### src/hw/rtl/grapheme_cluster_break_detector_top_assert.svh
// assertion macros for the grapheme cluster break detector
`ifndef GRAPHEME_CLUSTER_BREAK_DETECTOR_TOP_ASSERT_SVH
`define GRAPHEME_CLUSTER_BREAK_DETECTOR_TOP_ASSERT_SVH

// same-cycle implication, checked outside reset
`define GCBD_ASSERT_SAME(label, clk, rst_n, ante, cons) \
    label: assert property (@(posedge clk) disable iff (!rst_n) (ante) |-> (cons)) \
        else $error("gcbd same-cycle check failed");

// next-cycle implication, checked outside reset
`define GCBD_ASSERT_NEXT(label, clk, rst_n, ante, cons) \
    label: assert property (@(posedge clk) disable iff (!rst_n) (ante) |=> (cons)) \
        else $error("gcbd next-cycle check failed");

`endif

### src/hw/rtl/gcbd_pkg.sv
// types and unit type codes for the grapheme cluster break detector
`default_nettype none

package gcbd_pkg;

    localparam int UNIT_W = 4;

    typedef logic [UNIT_W-1:0] unit_t;

    localparam unit_t TY_OTHER   = 4'd0;
    localparam unit_t TY_CR      = 4'd1;
    localparam unit_t TY_LF      = 4'd2;
    localparam unit_t TY_CONTROL = 4'd3;
    localparam unit_t TY_EXTEND  = 4'd4;
    localparam unit_t TY_ZWJ     = 4'd5;
    localparam unit_t TY_RI      = 4'd6;
    localparam unit_t TY_PREPEND = 4'd7;
    localparam unit_t TY_SPACING = 4'd8;
    localparam unit_t TY_L       = 4'd9;
    localparam unit_t TY_V       = 4'd10;
    localparam unit_t TY_T       = 4'd11;
    localparam unit_t TY_LV      = 4'd12;
    localparam unit_t TY_LVT     = 4'd13;
    localparam unit_t TY_EXTPICT = 4'd14;

    typedef struct packed {
        unit_t prev_type;
        logic  first_pending;
        logic  in_pict;
        logic  regional_odd;
    } gcbd_state_t;

    localparam gcbd_state_t STATE_RESET = '{
        prev_type:     TY_OTHER,
        first_pending: 1'b1,
        in_pict:       1'b0,
        regional_odd:  1'b0
    };

endpackage

`default_nettype wire

### src/hw/rtl/gcbd_rules.sv
// break rule evaluation and context update for one unit
`default_nettype none

module gcbd_rules
    import gcbd_pkg::*;
(
    input  gcbd_state_t cur_state,
    input  unit_t       unit_type,
    input  logic        start_of_text,
    output logic        brk,
    output gcbd_state_t next_state
);

    gcbd_state_t eff;
    unit_t       lhs;
    logic        lhs_ctl;
    logic        rhs_ctl;

    assign eff     = start_of_text ? STATE_RESET : cur_state;
    assign lhs     = eff.prev_type;
    assign lhs_ctl = (lhs == TY_CR) || (lhs == TY_LF) || (lhs == TY_CONTROL);
    assign rhs_ctl = (unit_type == TY_CR) || (unit_type == TY_LF) ||
                     (unit_type == TY_CONTROL);

    always_comb
    begin
        if (eff.first_pending)
        begin
            brk = 1'b1;
        end
        else if (lhs == TY_CR && unit_type == TY_LF)
        begin
            brk = 1'b0;
        end
        else if (lhs_ctl || rhs_ctl)
        begin
            brk = 1'b1;
        end
        else if (lhs == TY_L && (unit_type == TY_L || unit_type == TY_V ||
                                 unit_type == TY_LV || unit_type == TY_LVT))
        begin
            brk = 1'b0;
        end
        else if ((lhs == TY_LV || lhs == TY_V) && (unit_type == TY_V || unit_type == TY_T))
        begin
            brk = 1'b0;
        end
        else if ((lhs == TY_LVT || lhs == TY_T) && unit_type == TY_T)
        begin
            brk = 1'b0;
        end
        else if (unit_type == TY_EXTEND || unit_type == TY_ZWJ ||
                 unit_type == TY_SPACING || lhs == TY_PREPEND)
        begin
            brk = 1'b0;
        end
        else if (eff.in_pict && lhs == TY_ZWJ && unit_type == TY_EXTPICT)
        begin
            brk = 1'b0;
        end
        else if (lhs == TY_RI && unit_type == TY_RI && eff.regional_odd)
        begin
            brk = 1'b0;
        end
        else
        begin
            brk = 1'b1;
        end
    end

    always_comb
    begin
        next_state.prev_type     = unit_type;
        next_state.first_pending = 1'b0;
        if (unit_type == TY_EXTPICT)
        begin
            next_state.in_pict = 1'b1;
        end
        else if (unit_type != TY_EXTEND && unit_type != TY_ZWJ)
        begin
            next_state.in_pict = 1'b0;
        end
        else
        begin
            next_state.in_pict = eff.in_pict;
        end
        next_state.regional_odd = (unit_type == TY_RI) ? !eff.regional_odd : 1'b0;
    end

endmodule

`default_nettype wire

### src/hw/rtl/grapheme_cluster_break_detector_top.sv
// a request is registered in the input stage, and its break bit then in the result register once that is free
// throughput: one request per cycle while results are taken, context held in a single register stage
// a stalled result register still lets the input register drain into it when taken
// async active-low reset clears valid flags and restores start-of-text context
`default_nettype none

`include "grapheme_cluster_break_detector_top_assert.svh"

module grapheme_cluster_break_detector_top
    import gcbd_pkg::*;
(
    input  logic       clk,
    input  logic       rst_n,
    input  logic       item_valid,
    output logic       item_ready,
    input  logic [3:0] unit_type,
    input  logic       start_of_text,
    output logic       result_valid,
    input  logic       result_ready,
    output logic       break_before
);

    logic        stage_valid_reg;
    unit_t       stage_type_reg;
    logic        stage_sot_reg;
    logic        out_valid_reg;
    logic        out_brk_reg;
    gcbd_state_t state_reg;
    gcbd_state_t state_next;
    logic        brk_next;
    logic        advance;

    assign advance    = stage_valid_reg && (!out_valid_reg || result_ready);
    assign item_ready = !stage_valid_reg || advance;

    gcbd_rules u_rules (
        .cur_state     (state_reg),
        .unit_type     (stage_type_reg),
        .start_of_text (stage_sot_reg),
        .brk           (brk_next),
        .next_state    (state_next)
    );

    always_ff @(posedge clk or negedge rst_n)
    begin
        if (!rst_n)
        begin
            stage_valid_reg <= 1'b0;
            out_valid_reg   <= 1'b0;
            state_reg       <= STATE_RESET;
        end
        else
        begin
            if (item_ready)
            begin
                stage_valid_reg <= item_valid;
            end
            if (advance)
            begin
                out_valid_reg <= 1'b1;
                state_reg     <= state_next;
            end
            else if (result_ready)
            begin
                out_valid_reg <= 1'b0;
            end
        end
    end

    always_ff @(posedge clk)
    begin
        if (item_valid && item_ready)
        begin
            stage_type_reg <= unit_type;
            stage_sot_reg  <= start_of_text;
        end
        if (advance)
        begin
            out_brk_reg <= brk_next;
        end
    end

    assign result_valid = out_valid_reg;
    assign break_before = out_brk_reg;

    `GCBD_ASSERT_SAME(a_ready_when_empty, clk, rst_n, !stage_valid_reg, item_ready)
    `GCBD_ASSERT_NEXT(a_sot_breaks, clk, rst_n, advance && stage_sot_reg,
                      result_valid && break_before)
    `GCBD_ASSERT_NEXT(a_crlf_joined, clk, rst_n,
                      advance && !stage_sot_reg && !state_reg.first_pending &&
                      state_reg.prev_type == TY_CR && stage_type_reg == TY_LF,
                      !break_before)
    `GCBD_ASSERT_NEXT(a_first_cleared, clk, rst_n, advance, !state_reg.first_pending)

endmodule

`default_nettype wire

### config.mk
export PLATFORM = sky130hd
export DESIGN_NAME = grapheme_cluster_break_detector_top
export DESIGN_NICKNAME = d
export VERILOG_FILES = /design/src/hw/rtl/gcbd_pkg.sv /design/src/hw/rtl/gcbd_rules.sv /design/src/hw/rtl/grapheme_cluster_break_detector_top.sv
export VERILOG_INCLUDE_DIRS = /design/src /design/src/hw/rtl
export SDC_FILE = /design/constraint.sdc
export NUM_CORES = 1
export LEC_CHECK = 0
export BUFFER_PORTS_ARGS = -buffer_cell sky130_fd_sc_hd__buf_2
export CORE_UTILIZATION = 50
export CTS_BUF_LIST = sky130_fd_sc_hd__clkbuf_4
export CTS_CLUSTER_SIZE = 12
export DETAILED_ROUTE_END_ITERATION = 12
export PLACE_DENSITY = 0.72
export SLEW_MARGIN = 20
export SYNTH_ARGS = -nofsm -noshare
export SYNTH_HDL_FRONTEND = slang
export SYNTH_SLANG_ARGS = --single-unit
### constraint.sdc
create_clock -name clk -period 2.5 [get_ports clk]
set_input_delay 0.75 -clock clk [delete_from_list [all_inputs] [get_ports clk]]
set_output_delay 0.75 -clock clk [all_outputs]
set_load 0.03 [all_outputs]
* Word level (Yosys, flattened, before mapping)
Index checks and enable logic that the tools add are counted.
** Storage, ports and cells
- Flip-flop bits (word level) :: 15
- Input port bits :: 9
- Output and inout bits :: 3
- Logic and storage cells :: 80
** Cells by class
- Equal/unequal tests :: 26
- Multiplexer cells :: 14
- Reduce and logical (&&, ||, !) cells :: 31
** Operator list (number)
- $eq A4 B4 Y1 const B :: 12
- $eq A4 B3 Y1 const B :: 6
- $eq A4 B2 Y1 const B :: 4
- $logic_or A1 B1 Y1 :: 16
- $mux W1 :: 13
- $logic_and A1 B1 Y1 :: 11
- $eq A4 B1 Y1 const B :: 2
- $ne A4 B3 Y1 const B :: 2
- $mux W7 :: 1
- $logic_not A1 Y1 :: 3
- $reduce_bool A2 Y1 :: 1

* Logic depth before layout (Yosys ltp)
- Depth after elaboration :: 12
- Depth in mapped cells :: 6
- Gate-level depth less buffers :: 5

* By module
Synthesis repeated with hierarchy kept, for this count alone.
** Unflattened totals
- Cell total of the unflattened synthesis :: 69
- Area total of the unflattened synthesis :: 839.6 um2
** Modules (own cells, without submodules)
- grapheme_cluster_break_detector_top :: instances 1, cells an instance 29, area each 568.0 um2, seq. area each 406.6 um2
- gcbd_rules :: instances 1, cells an instance 40, area each 271.5 um2, seq. area each 0.0 um2

* Worst setup path before layout
No wires, ideal clock.
- Path type :: input to output
- From :: in result_ready
- To :: out item_ready
- Arrival :: 1096 ps
- Data required time :: 1750 ps
- Slack :: 654 ps
- Stages :: 1
- Buffers on the path :: 0
- Cells stage by stage :: nand3b_1
** Between the ends
- Word-level cells in the longest chain between the ends :: 3
** Ends and longest elaborated chain
- start: declaration :: RTL line grapheme_cluster_break_detector_top.sv:19 : input logic result_ready,
- $logic_or A1 B1 Y1 :: RTL line grapheme_cluster_break_detector_top.sv:33 : assign advance = stage_valid_reg && (!out_valid_reg || result_ready);
- $logic_and A1 B1 Y1 :: RTL line grapheme_cluster_break_detector_top.sv:33
- $logic_or A1 B1 Y1 :: RTL line grapheme_cluster_break_detector_top.sv:34 : assign item_ready = !stage_valid_reg || advance;
- end: declaration :: RTL line grapheme_cluster_break_detector_top.sv:15 : output logic item_ready,
Every way passes these cells.

* Worst setup path after layout
Ends and elaborated chain as after synthesis.

==> flow_summary.yaml <==
outcome:
  status: "finished, final reports clean"
worst_setup_path:
  worstPathRequired_ns: 1.75
  worstSetupStartpointType: "input pin"
  worstPathMaxFanout: 3
  reg2reg_from: "state_reg[4]$_DFFE_PN0P_"
  endpoint_kind: "output pin"
  crit_path_frequent_cell: "buf_2"
  slowest_stage: "buf_2"
  cpPeakStageDelay_ns: 0.20
  critical_path_buf_inv_count: 2
  cp.arrival_ns: 1.22
  regToRegSetupSlack_ns: 0.84
  critPathTopFamily: "buffers and inverters"
  r2r_cells: 5
  path_cells: "buf_2, nand3b_1, buf_2"
  critPathKind: "input pin to output pin"
  worstReg2RegEnd: "break_before$_SDFFCE_PP1P_"
die:
  fp.dieW_um: 40.2
  io_pins: 12
  placementRows: 13
  start_util: 0.546
  fp.coreArea_um2: 1330
  fp.dieArea_um2: 1610
  die_h_um: 40.2
placed_design:
  placed_area_um2: 793
  finalWeightedCongestion: 0.763
  portBuffers: 11
finish:
  final_common_cell: "buf_2"
  syn2layout_area_growth_pct: 12.7
  seq_area_um2: 407
  nNetsFinal: 91
  drive_gt1_frac: 0.259
  multiInputGateArea_um2: 294
  diodes: 0
  largest_register_ff_count: 7
  layout_common_cells: "11 x buf_2, 8 x o21ai_0, 8 x dfrtp_1"
  post-route-cell-area_um2: 821
  fill_cells: 117
timing:
  slew_headroom: 0.752
  finalHoldViolations: 0
  finalSetupTns_ns: 0
  fin_crit_sh: 0.790
  slew_viol_final: 0
  setup-violations-final: 0
  max_clock_freq_ghz: 0.506
  finalCriticalPeriod_ns: 1.97
  rsz0062_at_grt: "false"
  tightest_slew_ns: 0.363
  skew_ns: 0.0136
pwr:
  seqPwrFrac: 0.592
  combPwrFrac: 0.141
  ir_worst_vdd_v: 0.000290
  power.switching_uw: 145
  p_leak_uw: 0.000326
  power_switching_share: 0.280
  p_int_uw: 373
  p_clk_frac: 0.268
  p_per_area_nw_per_um2: 632
grt:
  antenna_found_initial: 0
  grt_max_degree: 13
  track_usage: 0.205
  grt_pass1_wl_um: 1990
  grt_overflow_total: 0
  grt_pass1_vias: 469
cts:
  cts_resized: 0
  htreeDepth: 1
  post_cts_buffers: 0
  insertion_delay_ns: 0.29
  clock-sinks: 15
  cts-buffers-inserted: 3
  cts_root_buffer: "clkbuf_4"
  cts_buffer_depth: 2
  hold_buffers: 0
  clk_pin_slew_ns: 0.10
  cts_tree: "built"
logic_synthesis:
  yosysUniqueCellTypes: 28
  ys_warn_count: 0
  syn_inst: 68
  yosysSeqAreaShare: 0.558
  syn-num-nets: 77
  syn-cell-area_um2: 728
  ys_ff_latch: 15
  avgSynthCellArea_um2: 10.7
job:
  maxCapViolations: 0
routing:
  drc: 0
  vias_per_cell: 5.72
  ant_nets: 0
  drt_pre_antenna_iters: 4
  vias: 549
  routedWlPerCell_um: 13.4
  totalWireLength_um: 1290
  first_iter_violations: 17
worst_hold_path:
  min_path_type: "input pin to async pin"
-- layout make-up --
cell class | instances | area share
flip-flops and latches | 15 | 0.495
multi-input cells | 46 | 0.358
repair buffers | 11 | 0.0671
clock buffers | 3 | 0.0274
inverters | 5 | 0.0229
well taps | 15 | 0.0229
clock inverters | 1 | 0.00610
-- through the flow --
stage / cells / setup WS (ns) / utilization / hold WS (ns) / power, uW
floorplan: 68 / 0.654 / - / 0.454 / 358
global placement: 92 / 0.546 / 0.595 / 0.482 / 382
detailed placement: 92 / 0.530 / 0.595 / 0.485 / 384
CTS: 96 / 0.527 / 0.615 / 0.280 / 525
global route: 96 / 0.507 / 0.615 / 0.281 / 545
finish: 96 / 0.526 / 0.615 / 0.284 / 519
-- routing by layer --
metal  wire length [um]  up-vias  share of wire  GRT usage
met5                  0        -              0          0
met4                 20        0          0.016      0.129
met3                 63        2          0.049     0.0833
met2                640       19           0.50      0.335
met1                562      260           0.44      0.218
li1                   -      268              -          -
-- worst max path at each step --
| stage | from | end | slack, ns | cells after the start |
|---|---|---|---|---|
| 2_1_floorplan | result_ready | item_ready | 0.65 | 1 |
| 3_3_place_gp | result_ready | item_ready | 0.55 | 3 |
| 3_5_place_dp | result_ready | item_ready | 0.53 | 3 |
| 4_1_cts | result_ready | item_ready | 0.53 | 3 |
| 5_1_grt | result_ready | item_ready | 0.51 | 3 |
| 6_report | result_ready | item_ready | 0.53 | 3 |
-- power groups by stage --
stage,registers (uW),clock network (uW),logic (uW)
global placement,311,0,71.0
floorplan,306,0,52.5
finish,307,139,73.0
CTS,306,146,73.5
detailed placement,311,0,73.2
global route,310,155,80.6
-- cell usage after synthesis --
| cell type | instances | area, um2 |
|---|---|---|
| o221ai_1 | 1 | 8.76 |
| o311ai_0 | 1 | 8.76 |
| a31oi_1 | 1 | 6.26 |
| and4bb_1 | 1 | 12.5 |
| nand4_1 | 1 | 6.26 |
| nand2_1 | 4 | 15.0 |
| a21oi_1 | 1 | 5.00 |
| nor3_1 | 3 | 15.0 |
| nand3b_1 | 2 | 15.0 |
| edfxtp_1 | 6 | 180 |
| nand2b_1 | 5 | 31.3 |
| inv_1 | 5 | 18.8 |
| clkbuf_2 | 1 | 5.00 |
| nor3b_1 | 1 | 7.51 |
| o21ai_0 | 8 | 40.0 |
| o31ai_2 | 1 | 12.5 |
| dfstp_2 | 1 | 26.3 |
| a2111oi_0 | 1 | 8.76 |
| xnor2_1 | 1 | 8.76 |
| nor2_1 | 6 | 22.5 |
| and2_1 | 2 | 12.5 |
| nand4b_1 | 1 | 8.76 |
| dfrtp_1 | 8 | 200 |
| clkbuf_1 | 1 | 3.75 |
| mux2_2 | 2 | 22.5 |
| and3_1 | 1 | 6.26 |
| or2b_2 | 1 | 8.76 |
| or3b_4 | 1 | 11.3 |
-- cell families after synthesis --
family	count (synthesis)	share of synthesized area
AO/OA/AOI/OAI	14	0.124
buffers and inverters	7	0.0378
multiplexers	2	0.0309
flip-flops	15	0.558
AND/OR/NAND/NOR	29	0.237
XOR/XNOR	1	0.0120
Note: power is estimated with default switching activity, not from simulation.
